===== config.mk =====
export PLATFORM = sky130hd
export DESIGN_NAME = tail_swing_pwm_sequencer_core_flat
export DESIGN_NICKNAME = d
export VERILOG_FILES = /design/src/rtl/core/tsps_pkg.sv /design/src/rtl/core/tsps_if.sv /design/src/rtl/core/tsps_regs.sv /design/src/rtl/core/tsps_ctrl.sv /design/src/rtl/core/tsps_scale.sv /design/src/rtl/core/tail_swing_pwm_sequencer_core.sv /design/src/flat_wrapper.sv
export SDC_FILE = /design/constraint.sdc
export NUM_CORES = 1
export LEC_CHECK = 0
export ABC_AREA = 1
export BUFFER_PORTS_ARGS = -buffer_cell sky130_fd_sc_hd__buf_2
export CELL_PAD_IN_SITES_DETAIL_PLACEMENT = 0
export CELL_PAD_IN_SITES_GLOBAL_PLACEMENT = 1
export CORE_MARGIN = 2
export CORE_UTILIZATION = 49
export DETAILED_ROUTE_END_ITERATION = 16
export HOLD_SLACK_MARGIN = 0.12
export PLACE_DENSITY = 0.79
export REMOVE_ABC_BUFFERS = 1
export SYNTH_ARGS = -nofsm -noshare
export SYNTH_HDL_FRONTEND = slang
export SYNTH_HIERARCHICAL = 1
export SYNTH_SLANG_ARGS = --single-unit

===== constraint.sdc =====
create_clock -name clk -period 10.2 [get_ports clk]
set_input_delay 1.02 -clock clk [delete_from_list [all_inputs] [get_ports clk]]
set_output_delay 1.02 -clock clk [all_outputs]
set_load 0.01 [all_outputs]

===== src/rtl/core/tsps_pkg.sv =====
// package: types and constants of the tail swing pwm sequencer
`default_nettype none

package tsps_pkg;

    localparam int unsigned TIME_W     = 16;
    localparam int unsigned DUTY_W     = 8;
    localparam int unsigned CMP_W      = 16;
    localparam int unsigned SPEED_W    = 7;
    localparam int unsigned PROD_W     = SPEED_W + CMP_W;
    localparam int unsigned CFG_ADDR_W = 3;
    localparam int unsigned CFG_DATA_W = 16;

    localparam logic [SPEED_W-1:0] FULL_DUTY      = 7'd100;
    localparam logic [TIME_W-1:0]  TURN_LONG_ADD  = 16'd400;
    localparam logic [TIME_W-1:0]  TURN_SHORT_ADD = 16'd300;
    localparam logic [CMP_W-1:0]   PWM_PERIOD_RST = 16'd999;

    localparam int unsigned RECIP_SHIFT = 30;
    localparam int unsigned RECIP_W     = 24;
    localparam logic [RECIP_W-1:0] DUTY_RECIP =
        RECIP_W'((64'd1 << RECIP_SHIFT) / 64'd100 + 64'd1);
    localparam int unsigned SCALED_W    = RECIP_W + PROD_W;

    typedef enum logic [1:0] {
        MODE_HALT   = 2'd0,
        MODE_FWD    = 2'd1,
        MODE_TURN_L = 2'd2,
        MODE_TURN_R = 2'd3
    } mode_t;

    typedef enum logic [CFG_ADDR_W-1:0] {
        REG_PWM_PERIOD   = 3'd0,
        REG_MODE_SETTING = 3'd1,
        REG_DUTY_SETTING = 3'd2,
        REG_OFFSET_LEFT  = 3'd3,
        REG_OFFSET_RIGHT = 3'd4,
        REG_LEFT_TIME    = 3'd5,
        REG_RIGHT_TIME   = 3'd6
    } reg_idx_t;

    typedef struct packed {
        logic [CMP_W-1:0]  pwm_period;
        mode_t             mode;
        logic [DUTY_W-1:0] duty;
        logic [DUTY_W-1:0] offset_left;
        logic [DUTY_W-1:0] offset_right;
        logic [TIME_W-1:0] left_time;
        logic [TIME_W-1:0] right_time;
    } cfg_t;

    typedef struct packed {
        logic busy;
        logic phase;
        logic chan_b;
    } stage_flags_t;

endpackage

`default_nettype wire


===== src/rtl/core/tsps_if.sv =====
// interfaces: tick input, result output and register write channels
`default_nettype none

interface tsps_tick_if;
    import tsps_pkg::*;
    logic              valid;
    logic              ready;
    logic [TIME_W-1:0] elapsed_ms;
    modport source (output valid, output elapsed_ms, input ready);
    modport sink (input valid, input elapsed_ms, output ready);
endinterface

interface tsps_result_if;
    import tsps_pkg::*;
    logic             valid;
    logic             ready;
    logic [CMP_W-1:0] compare_a;
    logic [CMP_W-1:0] compare_b;
    logic             busy_res;
    logic             swing_phase;
    modport source (output valid, output compare_a, output compare_b, output busy_res,
                    output swing_phase, input ready);
    modport sink (input valid, input compare_a, input compare_b, input busy_res,
                  input swing_phase, output ready);
endinterface

interface tsps_cfg_if;
    import tsps_pkg::*;
    logic                  valid;
    logic                  ready;
    logic [CFG_ADDR_W-1:0] addr;
    logic [CFG_DATA_W-1:0] data;
    modport source (output valid, output addr, output data, input ready);
    modport sink (input valid, input addr, input data, output ready);
endinterface

`default_nettype wire


===== src/rtl/core/tsps_regs.sv =====
// configuration register file
`default_nettype none

module tsps_regs (
    input  wire logic    clk,
    input  wire logic    rst_n,
    tsps_cfg_if.sink     cfg,
    output tsps_pkg::cfg_t regs
);
    import tsps_pkg::*;

    cfg_t regs_reg;
    cfg_t regs_next;

    assign cfg.ready = 1'b1;
    assign regs      = regs_reg;

    always_comb
    begin
        regs_next = regs_reg;
        if (cfg.valid)
        begin
            unique case (reg_idx_t'(cfg.addr))
                REG_PWM_PERIOD:   regs_next.pwm_period   = cfg.data;
                REG_MODE_SETTING: regs_next.mode         = mode_t'(cfg.data[1:0]);
                REG_DUTY_SETTING: regs_next.duty         = cfg.data[DUTY_W-1:0];
                REG_OFFSET_LEFT:  regs_next.offset_left  = cfg.data[DUTY_W-1:0];
                REG_OFFSET_RIGHT: regs_next.offset_right = cfg.data[DUTY_W-1:0];
                REG_LEFT_TIME:    regs_next.left_time    = cfg.data[TIME_W-1:0];
                REG_RIGHT_TIME:   regs_next.right_time   = cfg.data[TIME_W-1:0];
                default:          regs_next = regs_reg;
            endcase
        end
    end

    always_ff @(posedge clk or negedge rst_n)
    begin
        if (!rst_n)
        begin
            regs_reg.pwm_period   <= PWM_PERIOD_RST;
            regs_reg.mode         <= MODE_HALT;
            regs_reg.duty         <= '0;
            regs_reg.offset_left  <= '0;
            regs_reg.offset_right <= '0;
            regs_reg.left_time    <= '0;
            regs_reg.right_time   <= '0;
        end
        else
        begin
            regs_reg <= regs_next;
        end
    end

endmodule

`default_nettype wire


===== src/rtl/core/tsps_ctrl.sv =====
// swing cycle state, phase sequencing and duty product stage
`default_nettype none

module tsps_ctrl (
    input  wire logic                         clk,
    input  wire logic                         rst_n,
    tsps_tick_if.sink                         tick,
    input  wire tsps_pkg::cfg_t               regs,
    output logic                              s1_valid,
    input  wire logic                         s1_ready,
    output logic [tsps_pkg::PROD_W-1:0]       s1_product,
    output tsps_pkg::stage_flags_t            s1_flags
);
    import tsps_pkg::*;

    logic [TIME_W-1:0] cycle_time_reg;
    logic              running_reg;
    logic              phase_reg;
    mode_t             lmode_reg;
    logic [DUTY_W-1:0] lduty_reg;
    logic [DUTY_W-1:0] loff_l_reg;
    logic [DUTY_W-1:0] loff_r_reg;
    logic [TIME_W-1:0] ltime_l_reg;
    logic [TIME_W-1:0] ltime_r_reg;

    logic              s1_valid_reg;
    logic [PROD_W-1:0] product_reg;
    stage_flags_t      flags_reg;

    mode_t             mode;
    logic [DUTY_W-1:0] duty;
    logic [DUTY_W-1:0] off_l;
    logic [DUTY_W-1:0] off_r;
    logic [TIME_W-1:0] time_l;
    logic [TIME_W-1:0] time_r;
    logic [TIME_W-1:0] cur_time;
    logic [TIME_W-1:0] t1;
    logic [TIME_W-1:0] t2;
    logic [TIME_W:0]   t_sum;
    logic              fwd_first;
    logic              drive_fwd;
    logic [DUTY_W-1:0] sel_off;
    logic [DUTY_W:0]   diff;
    logic [SPEED_W-1:0] speed;
    logic              running_next;
    logic              phase_next;
    logic [TIME_W-1:0] cycle_time_next;
    logic [PROD_W-1:0] product_next;
    logic              accept;

    assign tick.ready = !s1_valid_reg || s1_ready;
    assign accept     = tick.valid && tick.ready;
    assign s1_valid   = s1_valid_reg;
    assign s1_product = product_reg;
    assign s1_flags   = flags_reg;

    always_comb
    begin
        // a new cycle takes its settings from the registers
        if (!running_reg)
        begin
            mode     = regs.mode;
            duty     = regs.duty;
            off_l    = regs.offset_left;
            off_r    = regs.offset_right;
            time_l   = regs.left_time;
            time_r   = regs.right_time;
            cur_time = '0;
        end
        else
        begin
            mode     = lmode_reg;
            duty     = lduty_reg;
            off_l    = loff_l_reg;
            off_r    = loff_r_reg;
            time_l   = ltime_l_reg;
            time_r   = ltime_r_reg;
            cur_time = cycle_time_reg;
        end

        unique case (mode)
            MODE_TURN_L:
            begin
                t1        = time_l + TURN_LONG_ADD;
                t2        = time_r + TURN_SHORT_ADD;
                fwd_first = 1'b1;
            end
            MODE_TURN_R:
            begin
                t1        = time_r + TURN_LONG_ADD;
                t2        = time_l + TURN_SHORT_ADD;
                fwd_first = 1'b0;
            end
            default:
            begin
                t1        = time_l;
                t2        = time_r;
                fwd_first = 1'b1;
            end
        endcase

        t_sum     = {1'b0, t1} + {1'b0, t2};
        drive_fwd = (phase_reg == 1'b0) == fwd_first;
        sel_off   = drive_fwd ? off_l : off_r;
        diff      = {1'b0, duty} - {1'b0, sel_off};

        // clamp to 0..100
        if (diff[DUTY_W])
            speed = '0;
        else if (diff[DUTY_W-1:0] > DUTY_W'(FULL_DUTY))
            speed = FULL_DUTY;
        else
            speed = diff[SPEED_W-1:0];

        running_next = 1'b1;
        phase_next   = phase_reg;
        product_next = PROD_W'(speed) * PROD_W'(regs.pwm_period);

        if (mode == MODE_HALT)
        begin
            running_next = 1'b0;
            product_next = '0;
        end
        else if (phase_reg == 1'b0)
        begin
            if (cur_time == t1)
                phase_next = 1'b1;
        end
        else if ({1'b0, cur_time} == t_sum)
        begin
            phase_next   = 1'b0;
            running_next = 1'b0;
        end

        cycle_time_next = cur_time + tick.elapsed_ms;
    end

    always_ff @(posedge clk or negedge rst_n)
    begin
        if (!rst_n)
        begin
            cycle_time_reg <= '0;
            running_reg    <= 1'b0;
            phase_reg      <= 1'b0;
            lmode_reg      <= MODE_HALT;
            lduty_reg      <= '0;
            loff_l_reg     <= '0;
            loff_r_reg     <= '0;
            ltime_l_reg    <= '0;
            ltime_r_reg    <= '0;
            s1_valid_reg   <= 1'b0;
        end
        else
        begin
            if (tick.ready)
                s1_valid_reg <= tick.valid;
            if (accept)
            begin
                cycle_time_reg <= cycle_time_next;
                running_reg    <= running_next;
                phase_reg      <= phase_next;
                lmode_reg      <= mode;
                lduty_reg      <= duty;
                loff_l_reg     <= off_l;
                loff_r_reg     <= off_r;
                ltime_l_reg    <= time_l;
                ltime_r_reg    <= time_r;
            end
        end
    end

    always_ff @(posedge clk)
    begin
        if (accept)
        begin
            product_reg      <= product_next;
            flags_reg.busy   <= running_next;
            flags_reg.phase  <= phase_next;
            flags_reg.chan_b <= !drive_fwd;
        end
    end

endmodule

`default_nettype wire


===== src/rtl/core/tsps_scale.sv =====
// divide by full duty through a reciprocal multiply, result register
`default_nettype none

module tsps_scale (
    input  wire logic                   clk,
    input  wire logic                   rst_n,
    input  wire logic                   s1_valid,
    output logic                        s1_ready,
    input  wire logic [tsps_pkg::PROD_W-1:0] s1_product,
    input  wire tsps_pkg::stage_flags_t s1_flags,
    tsps_result_if.source               result
);
    import tsps_pkg::*;

    logic               out_valid_reg;
    logic [CMP_W-1:0]   cmp_a_reg;
    logic [CMP_W-1:0]   cmp_b_reg;
    logic               busy_reg;
    logic               phase_reg;

    logic [SCALED_W-1:0] scaled;
    logic [CMP_W-1:0]    quotient;
    logic                xfer;

    assign s1_ready = !out_valid_reg || result.ready;
    assign xfer     = s1_valid && s1_ready;

    // floor(product / 100), exact for every product below 100 * 2^16
    assign scaled   = SCALED_W'(s1_product) * SCALED_W'(DUTY_RECIP);
    assign quotient = scaled[RECIP_SHIFT +: CMP_W];

    assign result.valid       = out_valid_reg;
    assign result.compare_a   = cmp_a_reg;
    assign result.compare_b   = cmp_b_reg;
    assign result.busy_res    = busy_reg;
    assign result.swing_phase = phase_reg;

    always_ff @(posedge clk or negedge rst_n)
    begin
        if (!rst_n)
            out_valid_reg <= 1'b0;
        else if (s1_ready)
            out_valid_reg <= s1_valid;
    end

    always_ff @(posedge clk)
    begin
        if (xfer)
        begin
            cmp_a_reg <= s1_flags.chan_b ? '0 : quotient;
            cmp_b_reg <= s1_flags.chan_b ? quotient : '0;
            busy_reg  <= s1_flags.busy;
            phase_reg <= s1_flags.phase;
        end
    end

endmodule

`default_nettype wire


===== src/rtl/core/tail_swing_pwm_sequencer_core.sv =====
// top level of the tail swing pwm sequencer
//
// Each tick transfer yields exactly one result transfer when the result side is ready;
// a new tick is taken every cycle unless stalled. The first stage updates the swing
// cycle state (latch at cycle start, phase ends by exact time match, time counter
// advance) and registers speed * pwm_period from one 7x16 multiplier; the second stage
// divides by 100 with a constant reciprocal multiplier into the result register.
// Settings are latched at the start of each swing cycle, pwm_period is used live.
// Register writes are always taken and should be issued only while the block is idle.
`default_nettype none

module tail_swing_pwm_sequencer_core (
    input  wire logic     clk,
    input  wire logic     rst_n,
    tsps_cfg_if.sink      cfg,
    tsps_tick_if.sink     tick,
    tsps_result_if.source result
);
    import tsps_pkg::*;

    cfg_t              regs;
    logic              s1_valid;
    logic              s1_ready;
    logic [PROD_W-1:0] s1_product;
    stage_flags_t      s1_flags;

    tsps_regs u_regs (
        .clk   (clk),
        .rst_n (rst_n),
        .cfg   (cfg),
        .regs  (regs)
    );

    tsps_ctrl u_ctrl (
        .clk        (clk),
        .rst_n      (rst_n),
        .tick       (tick),
        .regs       (regs),
        .s1_valid   (s1_valid),
        .s1_ready   (s1_ready),
        .s1_product (s1_product),
        .s1_flags   (s1_flags)
    );

    tsps_scale u_scale (
        .clk        (clk),
        .rst_n      (rst_n),
        .s1_valid   (s1_valid),
        .s1_ready   (s1_ready),
        .s1_product (s1_product),
        .s1_flags   (s1_flags),
        .result     (result)
    );

endmodule

`default_nettype wire


===== src/flat_wrapper.sv =====
// flat-port wrapper written by rule: the top's interface ports become plain ports
module tail_swing_pwm_sequencer_core_flat import tsps_pkg::*;
  (clk, rst_n, cfg_valid, cfg_addr, cfg_data, cfg_ready, tick_valid, tick_elapsed_ms, tick_ready, result_valid, result_compare_a, result_compare_b, result_busy_res, result_swing_phase, result_ready);
  tsps_cfg_if cfg_i ();
  tsps_tick_if tick_i ();
  tsps_result_if result_i ();
  input  wire logic clk;
  input  wire logic rst_n;
  input wire logic [$bits(cfg_i.valid)-1:0] cfg_valid;
  input wire logic [$bits(cfg_i.addr)-1:0] cfg_addr;
  input wire logic [$bits(cfg_i.data)-1:0] cfg_data;
  output wire logic [$bits(cfg_i.ready)-1:0] cfg_ready;
  input wire logic [$bits(tick_i.valid)-1:0] tick_valid;
  input wire logic [$bits(tick_i.elapsed_ms)-1:0] tick_elapsed_ms;
  output wire logic [$bits(tick_i.ready)-1:0] tick_ready;
  output wire logic [$bits(result_i.valid)-1:0] result_valid;
  output wire logic [$bits(result_i.compare_a)-1:0] result_compare_a;
  output wire logic [$bits(result_i.compare_b)-1:0] result_compare_b;
  output wire logic [$bits(result_i.busy_res)-1:0] result_busy_res;
  output wire logic [$bits(result_i.swing_phase)-1:0] result_swing_phase;
  input wire logic [$bits(result_i.ready)-1:0] result_ready;
  assign cfg_i.valid = cfg_valid;
  assign cfg_i.addr = cfg_addr;
  assign cfg_i.data = cfg_data;
  assign cfg_ready = cfg_i.ready;
  assign tick_i.valid = tick_valid;
  assign tick_i.elapsed_ms = tick_elapsed_ms;
  assign tick_ready = tick_i.ready;
  assign result_valid = result_i.valid;
  assign result_compare_a = result_i.compare_a;
  assign result_compare_b = result_i.compare_b;
  assign result_busy_res = result_i.busy_res;
  assign result_swing_phase = result_i.swing_phase;
  assign result_i.ready = result_ready;
  tail_swing_pwm_sequencer_core u_core (.clk(clk), .rst_n(rst_n), .cfg(cfg_i), .tick(tick_i), .result(result_i));
endmodule

* Word-level counts from Yosys, hierarchy flattened
Index checks and enable logic that the tools add are counted.
** Cells by class
- Multipliers :: 2
- Eq/ne operators :: 11
- Multiplexer cells :: 19
- Order comparisons :: 1
- Add/subtract/negate cells :: 7
- Bitwise gates (word level) :: 1
- Reduce and logical (&&, ||, !) cells :: 16
** Operator list (count)
- $add A16 B9 Y16 const B :: 4
- $pmux W16 S2 :: 2
- $mux W16 :: 3
- $mul A23 B24 Y46 const B :: 1
- $mux W8 :: 4
- $mul A7 B16 Y23 :: 1
- $add A16 B16 Y17 :: 1
- $eq A16 B17 Y1 :: 1
- $add A16 B16 Y16 :: 1
- $eq A16 B16 Y1 :: 1
- $mux W7 :: 2
- $reduce_and A2 Y1 :: 7
- $eq A3 B3 Y1 const B :: 3
- $sub A8 B8 Y9 :: 1
- $gt A8 B7 Y1 const B :: 1
- $mux W1 :: 7
- $eq A3 B2 Y1 const B :: 2
- $eq A2 B2 Y1 const B :: 2
- $eq A3 B1 Y1 const B :: 1
- $logic_not A1 Y1 :: 3
- $logic_not A3 Y1 :: 1
- $logic_and A1 B1 Y1 :: 2
- $logic_not A2 Y1 :: 1
- $logic_or A1 B1 Y1 :: 2
- 3 further kinds :: 3
** Storage, ports and cells
- Input port bits :: 40
- Bits in registers :: 212
- Output and inout bits :: 37

* Depth between registers and ports, before layout
- Depth in word-level cells :: 10
- Mapped depth :: 47
- Depth with buffers taken out :: 42

* Cells and area by module
The synthesis kept the hierarchy.
** By module, submodules not included
- tsps_scale :: cells an instance 1424, sequential area each 1046.0 µm², times used 1, area an instance 11805.1 µm²
- tsps_ctrl :: cells an instance 1616, sequential area each 2707.6 µm², times used 1, area an instance 11504.8 µm²
- tsps_regs :: cells an instance 334, sequential area each 1861.8 µm², times used 1, area an instance 2925.3 µm²

* Worst setup path before layout
OpenSTA, ideal clock, no wires.
- Path kind :: register to register
- Start :: register u_core.u_ctrl.running_reg
- End :: register u_core.u_ctrl.product_reg[19], in the netlist u_core/u_ctrl/s1_product[19] (data pin)
- Required time :: 9947 ps
- Slack :: 2318 ps
- Data arrival time :: 7629 ps
- Period minus slack after synthesis :: 7882 ps
- Setup time :: 253 ps
- Cell stages (with the launch flop) :: 43
- Cell sequence :: dfrtp_1 -> buf_6 -> inv_8 -> nand2_4 -> nand2_4 -> nand2_8 -> buf_6 -> buf_6 -> buf_4 -> xor2_2 -> mux2_2 -> ha_1 -> fa_1 -> o31ai_1 -> a21oi_1 -> o21ai_1 -> xor2_1 -> inv_1 -> [7 not listed] -> fa_1 -> inv_1 -> fa_1 -> inv_1 -> fa_1 -> inv_1 -> ha_1 -> a21oi_1 -> o21ai_0 -> nand2_1 -> o211ai_1 -> a31oi_1 -> o21ai_0 -> a21boi_0 -> o21ai_0 -> nand2_1 -> nand2_1 -> nor2_1
** Between the ends
- Word-level cells in the longest chain between the ends :: 10
** Ends and longest elaborated chain
- start: declaration :: line tsps_ctrl.sv:17 : logic running_reg;
- start signal: assignment :: line tsps_ctrl.sv:160 : running_reg <= running_next;
- $mux W2 :: line tsps_ctrl.sv:60 : if (!running_reg)
- $eq A2 B2 Y1 :: line tsps_ctrl.sv:81 : unique case (mode)
- $mux W1 :: line tsps_ctrl.sv:81
- $eq A1 B1 Y1 :: line tsps_ctrl.sv:103 : drive_fwd = (phase_reg == 1'b0) == fwd_first;
- $mux W8 :: line tsps_ctrl.sv:104 : sel_off = drive_fwd ? off_l : off_r;
- $sub A8 B8 Y9 :: line tsps_ctrl.sv:105 : diff = {1'b0, duty} - {1'b0, sel_off};
- $gt A8 B7 Y1 :: line tsps_ctrl.sv:110 : else if (diff[DUTY_W-1:0] > DUTY_W'(FULL_DUTY))
- $mux W7 :: line tsps_ctrl.sv:110
- $mux W7 :: line tsps_ctrl.sv:108 : if (diff[DUTY_W])
- $mul A7 B16 Y23 :: line tsps_ctrl.sv:117 : product_next = PROD_W'(speed) * PROD_W'(regs.pwm_period);
- end signal: assignment :: line tsps_ctrl.sv:176 : product_reg <= product_next;
- end: declaration :: line tsps_ctrl.sv:27 : logic [PROD_W-1:0] product_reg;
Several ways; a longest one is shown, not always the timed one.
A chain may end at the register's enable or synchronous reset.

* Final worst setup path
- Start :: register u_core.u_ctrl.running_reg
- End :: register u_core.u_ctrl.product_reg[20], in the netlist u_core/u_ctrl/s1_product[20] (data pin)
The elaborated chain is that of the path after synthesis.

==> impl_metrics.sql <==
INSERT INTO impl_metrics (metric_group, metric, value, unit) VALUES
('final_layout', 'finish.instance_area', '28100', 'µm²'),
('worst_hold_path', 'min-delay-path-class', 'flip-flop to flip-flop', ''),
('critical_path', 'cp_max_fo', '54', ''),
('logic_synthesis', 'synth_area_leader', 'fa_1', ''),
('final_layout', 'antenna-diode-count', '0', ''),
('floorplanning', 'number_of_placement_rows', '84', ''),
('final_layout', 'layout.cells.most_common', 'nand2_1', ''),
('route', 'drt_iter0_markers', '1039', ''),
('floorplanning', 'total_i_o_pin_count', '77', ''),
('timing', 'holdWs', '0.425', 'ns'),
('timing', 'fmax', '0.111', 'GHz'),
('cts', 'cts.htree.levels', '1', ''),
('final_layout', 'syn2layout_area_growth', '7.22', '%'),
('place', 'placedInstanceArea', '27300', 'µm²'),
('logic_synthesis', 'synth_flop_cell', 'dfrtp_1', ''),
('route', 'routed_wl', '71900', 'µm'),
('logic_synthesis', 'syn_area', '26200', 'µm²'),
('timing', 'final.period_utilization', '88.6', '%'),
('logic_synthesis', 'syn_avg_cell_area', '7.78', 'µm²'),
('outcome', 'run_status', 'complete, no violations', ''),
('cts', 'buffers_inserted_during_post_cts_setup_optimization', '0', ''),
('critical_path', 'timing.critical_path.arrival', '9.35', 'ns'),
('cts', 'worstSkewPairLatency', '0.56', 'ns'),
('place', 'io_buffers', '75', ''),
('route', 'wl_per_cell', '17.4', 'µm'),
('floorplanning', 'floorplan.die_area', '55400', 'µm²'),
('global_routing', 'grt_max_degree', '88', ''),
('cts', 'ctsRootBufferMaster', 'clkbuf_16', ''),
('timing', 'worst-slew-pin-transition', '1.28', 'ns'),
('timing', 'finClkSkew', '0.00992', 'ns'),
('cts', 'cts_buffers', '25', ''),
('global_routing', 'globalRouteTotalUtil', '26.7', '%'),
('route', 'avgViaCountPerCell', '5.17', ''),
('global_routing', 'gr-total-overflow', '0', ''),
('cts', 'cts_sink_cnt', '212', ''),
('timing', 'timing_max_transition_violations_final', '0', ''),
('route', 'vias', '21356', ''),
('logic_synthesis', 'seq_area_frac_synth', '21.4', '%'),
('place', 'routabilityCongestion', '0.915', ''),
('global_routing', 'first_global_vias', '22470', ''),
('floorplanning', 'design.core.area', '52800', 'µm²'),
('cts', 'cts.reportedPaths.clkPinSlew', '0.06', 'ns'),
('critical_path', 'cpMostUsedCell', 'fa_1', ''),
('timing', 'setup_tns', '0', 'ns'),
('critical_path', 'cell_with_the_largest_stage_delay_on_the_worst_path', 'fa_1', ''),
('cts', 'cts_resizes', '0', ''),
('critical_path', 'worst-endpoint-required', '10.51', 'ns'),
('floorplanning', 'die_width', '235', 'µm'),
('timing', 'post-route-min-period', '9.04', 'ns'),
('timing', 'maxSlewHeadroom', '14.4', '%'),
('cts', 'ctsLongestPathBuffers', '3', ''),
('final_layout', 'fillers', '5181', ''),
('logic_synthesis', 'yosys-top-cells-area', 'fa_1 (20%), ha_1 (15%), dfrtp_1 (14%)', ''),
('final_layout', 'layout.core_utilization', '53.3', '%'),
('critical_path', 'setup_crit_start_kind', 'flip-flop', ''),
('route', 'drc', '0', ''),
('floorplanning', 'die_height', '235', 'µm'),
('final_layout', 'max_reg_flops', '74', ''),
('logic_synthesis', 'syn-instance-count', '3374', ''),
('final_layout', 'layout_common_cells', 'nand2_1 (912), inv_1 (667), ha_1 (321), fa_1 (265), nor2_1 (239)', ''),
('final_layout', 'drive_above_1_share', '6.82', '%'),
('timing', 'grt_setup_unrepaired', 'false', ''),
('timing', 'final-hold-violation-count', '0', ''),
('logic_synthesis', 'async_flop_share', '71.7', '%'),
('flow_run', 'drv.max_cap_violation_count', '0', ''),
('place', 'hpwl', '60200', 'µm'),
('logic_synthesis', 'yosys_register_bits', '212', ''),
('logic_synthesis', 'synth_enable_flop_cells', '60', ''),
('global_routing', 'initial_antenna_violation_count', '0', ''),
('logic_synthesis', 'yosysUniqueCellTypes', '54', ''),
('final_layout', 'finalNetCount', '4054', ''),
('critical_path', 'worst_setup_path_end_kind', 'flip-flop', ''),
('floorplanning', 'start_util', '49.7', '%'),
('logic_synthesis', 'synth_warnings', '6', ''),
('route', 'count_of_nets_left_with_antenna_violations_after_detail_routing', '0', ''),
('cts', 'cts_tree', 'done', ''),
('timing', 'setup_viol_count_final', '0', ''),
('critical_path', 'criticalPathCategory', 'flip-flop to flip-flop', ''),
('logic_synthesis', 'post-synth-top-area-fraction', '20.2', '%'),
('route', 'detailedRoute.firstPassIterationCount', '5', ''),
('critical_path', 'critical_path_s_largest_stage_delay', '0.57', 'ns'),
('cts', 'post_cts_hold_buffer_count', '0', ''),
('global_routing', 'grt_pass1_wl', '118000', 'µm');
-- critical path, delay by kind of cell (launching register included) --
kind / cells / cell delay [ns]
buffers and inverters: 5 / 0.77
multiplexers: 1 / 0.41
adder cells (fa/ha/maj): 7 / 3.05
flip-flops: 1 / 0.56
AO/OA/AOI/OAI: 10 / 2.31
AND/OR/NAND/NOR: 10 / 0.97
XOR/XNOR: 2 / 0.68
-- cell families after synthesis --
kind of cell    share of synthesized area (%)
simple gates                             22.3
fa+ha+maj                                35.5
xor+xnor                                 1.50
flops                                    21.4
other cells                            0.0143
mux                                     0.835
compound gates                           7.38
buf+inv                                  11.1
-- Yosys cell counts (all sizes together), types with 2 or more instances --
library cell,number
nand2,926
inv,677
ha,321
fa,265
nor2,261
o21ai,173
nand3,152
dfrtp,144
a21oi,121
edfxtp,60
buf,38
xor2,29
clkbuf,28
nand4,21
or2,21
nor3,19
xnor2,15
mux2i,14
o21bai,14
a31oi,10
nand3b,10
a21o,8
dfstp,8
mux2,7
o31ai,6
o211ai,4
o21a,4
o22ai,4
a211oi,3
a21boi,3
and2,2
nor3b,2
-- area by class of cell --
type | instances | area (µm²) | area share, %
clock buffers | 34 | 699 | 2.49
clock inverters | 11 | 154 | 0.547
inverters | 677 | 2550 | 9.07
multi-input cells | 2419 | 17700 | 63.0
flip-flops and latches | 212 | 5620 | 20.0
well taps | 688 | 861 | 3.06
repair buffers | 93 | 517 | 1.84
-- worst paths after layout --
check                                                 startpoint                                          end  slack [ns]  depth (start not counted)
max                        u_core/u_ctrl/running_reg$_DFFE_PN0P_   u_core/u_ctrl/s1_product[20]$_SDFFCE_PN0P_        1.16                         35
min                          u_core/u_ctrl/s1_flags[1]$_DFFE_PP_  u_core/u_scale/result.swing_phase$_DFFE_PP_        0.42                          0
max reg2reg                u_core/u_ctrl/running_reg$_DFFE_PN0P_   u_core/u_ctrl/s1_product[20]$_SDFFCE_PN0P_        1.16                         35
min reg2reg                  u_core/u_ctrl/s1_flags[1]$_DFFE_PP_  u_core/u_scale/result.swing_phase$_DFFE_PP_        0.42                          0
max in group asynchronous                                  rst_n           u_core/u_regs/regs[61]$_DFFE_PN0P_        8.17                          2
min in group asynchronous                                  rst_n  u_core/u_ctrl/cycle_time_reg[1]$_DFFE_PN0P_        0.48                          1
-- routing by layer --
layer | track usage, % | part of all wire [%]
met2 | 49.6 | 51
met1 | 32.5 | 42
met4 | 9.90 | 4.1
met5 | 0 | 0
met3 | 1.81 | 2.7
-- per-stage QoR --
step           worst slack, ns  instances
3_5_place_dp              1.23       4089
4_1_cts                   1.20       4134
2_1_floorplan            0.728       3308
3_3_place_gp              1.40       4089
6_report                  1.16       4134
5_1_grt                  0.417       4134
Power is not shown: default switching activity piles up to over one toggle a cycle in this logic, so the estimate is an artifact.
